[src/rtl/csim_pkg.sv]
// Shared constants and control/status structs for the cosine similarity block.
// No dependencies; used by csim_dp, csim_ctrl and cosine_similarity_stream_top.
package csim_pkg;

  localparam int ELEM_W     = 16;
  localparam int FIELD_W    = 16;
  localparam int ACC_W      = 48;
  localparam int ROOT_W     = ACC_W / 2;
  localparam int SCORE_W    = 16;
  localparam int FRAC_OUT   = 14;
  localparam int QUO_W      = FRAC_OUT + 1;
  localparam int SQRT_STEPS = ROOT_W;
  localparam int DIV_STEPS  = QUO_W;
  localparam int CNT_W      = $clog2(SQRT_STEPS);
  localparam int PROD_W     = 2 * ELEM_W;
  localparam int NUM_W      = ACC_W + FRAC_OUT;

  localparam logic [QUO_W-1:0] SCORE_ONE = QUO_W'(1 << FRAC_OUT);

  typedef struct packed {
    logic take;
    logic sqrt_step;
    logic mul;
    logic div_init;
    logic div_step;
    logic load_out;
  } csim_cmd_t;

  typedef struct packed {
    logic fin_last;
    logic out_free;
  } csim_sts_t;

endpackage

[src/rtl/csim_ctrl.sv]
// Controller: input stall, root/multiply/divide sequencing, result hand-off.
// Depends on csim_pkg; commands csim_dp.
module csim_ctrl (
  input  logic                clk,
  input  logic                rst_n,
  input  logic                in_valid,
  input  logic                in_last,
  output logic                in_stall,
  input  csim_pkg::csim_sts_t sts,
  output csim_pkg::csim_cmd_t cmd
);
  import csim_pkg::*;

  typedef enum logic [2:0] {
    S_IDLE,
    S_SQRT,
    S_MUL,
    S_INIT,
    S_DIV,
    S_DONE
  } state_t;

  state_t           state_r;
  logic [CNT_W-1:0] cnt_r;

  assign in_stall = in_last & ((state_r != S_IDLE) | sts.fin_last);

  always_comb begin
    cmd           = '0;
    cmd.take      = in_valid & ~in_stall;
    cmd.sqrt_step = (state_r == S_SQRT);
    cmd.mul       = (state_r == S_MUL);
    cmd.div_init  = (state_r == S_INIT);
    cmd.div_step  = (state_r == S_DIV);
    cmd.load_out  = (state_r == S_DONE) & sts.out_free;
  end

  always_ff @(posedge clk) begin
    if (!rst_n) begin
      state_r <= S_IDLE;
      cnt_r   <= '0;
    end else begin
      case (state_r)
        S_IDLE: begin
          if (sts.fin_last) begin
            state_r <= S_SQRT;
            cnt_r   <= CNT_W'(SQRT_STEPS - 1);
          end
        end
        S_SQRT: begin
          if (cnt_r == '0) begin
            state_r <= S_MUL;
          end else begin
            cnt_r <= cnt_r - CNT_W'(1);
          end
        end
        S_MUL: begin
          state_r <= S_INIT;
        end
        S_INIT: begin
          state_r <= S_DIV;
          cnt_r   <= CNT_W'(DIV_STEPS - 1);
        end
        S_DIV: begin
          if (cnt_r == '0) begin
            state_r <= S_DONE;
          end else begin
            cnt_r <= cnt_r - CNT_W'(1);
          end
        end
        S_DONE: begin
          if (sts.out_free) begin
            state_r <= S_IDLE;
          end
        end
        default: begin
          state_r <= S_IDLE;
        end
      endcase
    end
  end

  a_fin_when_idle: assert property (@(posedge clk) disable iff (!rst_n)
    sts.fin_last |-> state_r == S_IDLE)
    else $error("vector end reached stage two while finisher busy");

  a_stall_only_last: assert property (@(posedge clk) disable iff (!rst_n)
    in_stall |-> in_last)
    else $error("non-final transaction stalled");

  a_done_release: assert property (@(posedge clk) disable iff (!rst_n)
    (state_r == S_DONE) && sts.out_free |=> state_r == S_IDLE)
    else $error("finisher did not release after result load");

  a_mul_after_sqrt: assert property (@(posedge clk) disable iff (!rst_n)
    (state_r == S_MUL) |-> $past(state_r) == S_SQRT)
    else $error("multiply entered without root sequence");

endmodule

[config.mk]
export PLATFORM = sky130hd
export DESIGN_NAME = csim_ctrl
export DESIGN_NICKNAME = d
export VERILOG_FILES = /design/src/rtl/csim_pkg.sv /design/src/rtl/csim_ctrl.sv
export SDC_FILE = /design/constraint.sdc
export NUM_CORES = 1
export LEC_CHECK = 0
export ABC_CLOCK_PERIOD_IN_PS = 1900
export BUFFER_PORTS_ARGS = -buffer_cell sky130_fd_sc_hd__buf_4
export CAP_MARGIN = 10
export CORE_AREA = 4 4 41 43
export CTS_CLUSTER_DIAMETER = 150
export DETAILED_ROUTE_END_ITERATION = 12
export DIE_AREA = 0 0 45 47
export GPL_TIMING_DRIVEN = 0
export PLACE_DENSITY = 0.64
export SETUP_SLACK_MARGIN = 0.05
export SYNTH_ARGS = -nofsm -noshare
export SYNTH_HDL_FRONTEND = slang
export SYNTH_SLANG_ARGS = --single-unit
[constraint.sdc]
create_clock -name clk -period 1.9 [get_ports clk]
set_input_delay 0.19 -clock clk [delete_from_list [all_inputs] [get_ports clk]]
set_output_delay 0.19 -clock clk [all_outputs]
set_load 0.02 [all_outputs]
==> impl_metrics.env <==
export IMPL_drv_cap=0
export IMPL_grt_max_degree=11
export IMPL_synth_cell_type_count=32
export IMPL_cts_reportedPaths_clkPinSlew_ns=0.07
export IMPL_worst_slew_margin_rel_pct=71.8
export IMPL_ys_seq_area_share_pct=28.6
export IMPL_rows=13
export IMPL_drt_iter0_drc=14
export IMPL_rsz0062_at_grt="false"
export IMPL_start_kind="register"
export IMPL_route_detailed_drc=0
export IMPL_cts_root_buf="clkbuf_4"
export IMPL_avgSynthCellArea_um2=8.76
export IMPL_crit_path_max_fanout=6
export IMPL_postPlaceCellArea_um2=669
export IMPL_period_minus_slack_ns=1.78
export IMPL_nNetsFinal=90
export IMPL_critPathRequiredTime_ns=2.03
export IMPL_peakVddDrop_mv=0.497
export IMPL_synth_ff_latch_count=8
export IMPL_antenna_cells=0
export IMPL_synth_area_leaders="dfxtp_1, nor2_1, a21oi_1"
export IMPL_grt_pass1_vias=462
export IMPL_setup_viol_count_final=0
export IMPL_cts_buffers_inserted=3
export IMPL_async_flop_share_pct=0
export IMPL_clockBufferDepth=2
export IMPL_gp_congestion=0.747
export IMPL_fp_dieH_um=47
export IMPL_yosys_most_used_dff="dfxtp_1"
export IMPL_yosys_warnings=0
export IMPL_clock_sinks=8
export IMPL_worst_clock_skew_ns=0.0175
export IMPL_setup_tns_ns=0
export IMPL_dpl_hpwl_um=924
export IMPL_synth_top_area_share_pct=28.6
export IMPL_io_pins=13
export IMPL_finalHoldViolCount=0
export IMPL_pwr_density_cell_nw_per_um2=1010
export IMPL_wl_per_cell_um=12.8
export IMPL_critPathKind="reg -> reg"
export IMPL_wirelength_um=1210
export IMPL_fmax_mhz=561
export IMPL_areaGrowthSynthToFinish_pct=24.8
export IMPL_portBuffers=12
export IMPL_grtUsageTotal_pct=13.1
export IMPL_clock_latency_ns=0.26
export IMPL_run_status="complete, no violations"
export IMPL_drive_gt1_share_pct=33.8
export IMPL_antenna_found_initial=0
export IMPL_cts_resized=0
export IMPL_cts_tree="yes"
export IMPL_hold_class="in -> reg"
export IMPL_syn_num_nets=72
export IMPL_start_util_pct=43.1
export IMPL_yosys_area_top_type="dfxtp_1"
export IMPL_yosys_top_cells_count="dfxtp_1, nor2_1, inv_1"
export IMPL_fp_dieW_um=45
export IMPL_arrival_ns=1.92
export IMPL_vias_per_cell=5.57
export IMPL_vias=529
export IMPL_drt_first_pass_iters=2
export IMPL_grt_pass1_wl_um=1970
export IMPL_die_area_um2=2120
export IMPL_final_fill_count=134
export IMPL_htree_levels=1
export IMPL_worstMarginPinSlew_ns=0.422
export IMPL_stdcell_area_um2=699
export IMPL_critPathCaptureType="register"
export IMPL_synth_edf_count=0
export IMPL_fin_crit_sh_pct=93.9
export IMPL_netlist_area_um2=561
export IMPL_netlist_instances=64
export IMPL_p_leak_nw=0.322
export IMPL_grt_overflow_total=0
export IMPL_core_area_um2=1300
export IMPL_finalMaxSlewViolations=0
export IMPL_drtAntennaViolNets=0
cell type report:
| type | instances | area (um^2) | share of cell area (%) |
|---|---|---|---|
| tap | 15 | 18.8 | 2.68 |
| timing repair buffer | 13 | 97.6 | 14.0 |
| sequential | 8 | 160 | 22.9 |
| inverter | 6 | 22.5 | 3.22 |
| buffer | 3 | 20.0 | 2.86 |
| multi-input combinational | 47 | 358 | 51.2 |
| clock buffer | 3 | 22.5 | 3.22 |
report_power, final:
group | internal [mW] | switching, mW | leakage (nW)
clock | 0.0724 | 0.0613 | 0.0138
sequential | 0.200 | 0.0353 | 0.0660
combinational | 0.165 | 0.172 | 0.243
total | 0.438 | 0.268 | 0.322
repair_timing:
action                     CTS  global route
buffers inserted             0             1
setup endpoints to repair    0             4
hold buffers                 0             0
through the flow:
step	cells	worst slack [ns]	hold WS [ns]	total power, mW	utilization (%)
6_report	95	0.116	0.210	0.706	53.8
5_1_grt	95	0.0699	0.202	0.760	53.8
4_1_cts	94	0.0796	0.204	0.699	53.2
3_5_place_dp	91	0.0951	0.466	0.563	51.4
3_3_place_gp	91	0.0797	0.459	0.560	51.4
2_1_floorplan	64	0.178	0.323	0.487	-
final timing paths:
| check | from | endpoint | slack [ns] | cells after the start |
|---|---|---|---|---|
| min | rst_n | cnt_r[2] | 0.21 | 2 |
| max reg2reg | cnt_r[0] | cnt_r[3] | 0.12 | 6 |
| max | cnt_r[0] | cnt_r[3] | 0.12 | 6 |
| min reg2reg | cnt_r[0] | cnt_r[0] | 0.58 | 1 |
cells by family after synthesis:
kind of cell / Yosys count / synth area share [%]
AO/OA/AOI/OAI: 20 / 29.5
buffers and inverters: 9 / 7.59
flip-flops: 8 / 28.6
multiplexers: 1 / 1.79
adder cells (fa/ha/maj): 2 / 4.46
AND/OR/NAND/NOR: 24 / 28.1
worst max-delay path: stages (launching register included):
cell and delay (ns):
dfxtp_1 0.34, inv_1 0.09, ha_1 0.15, nor4b_4 0.37
a21oi_2 0.17, or2_4 0.30, a32o_1 0.25
cell usage in the layout, fill, tap and decap left out, types with 2 or more instances in the layout:
cell / n
buf_4: 13
nor2_1: 8
dfxtp_1: 8
inv_1: 6
a21oi_1: 5
nor3_1: 4
clkbuf_4: 3
nand2b_1: 2
nor2b_1: 2
and3_1: 2
o211a_1: 2
o22ai_1: 2
ha_1: 2
registers in the layout, summed over array words and instances (netlist names):
signal   flops
cnt_r        5
state_r      3
layer usage:
layer | vias up | routed length (um) | global-route usage [%] | share of wire (%)
met5 | - | 0 | 0 | 0
met3 | 2 | 45 | 5.75 | 3.7
met4 | 0 | 11 | 5.26 | 0.91
li1 | 273 | - | - | -
met1 | 248 | 617 | 16.7 | 51
met2 | 6 | 539 | 19.5 | 44
Power figures use the tool's default switching activity.
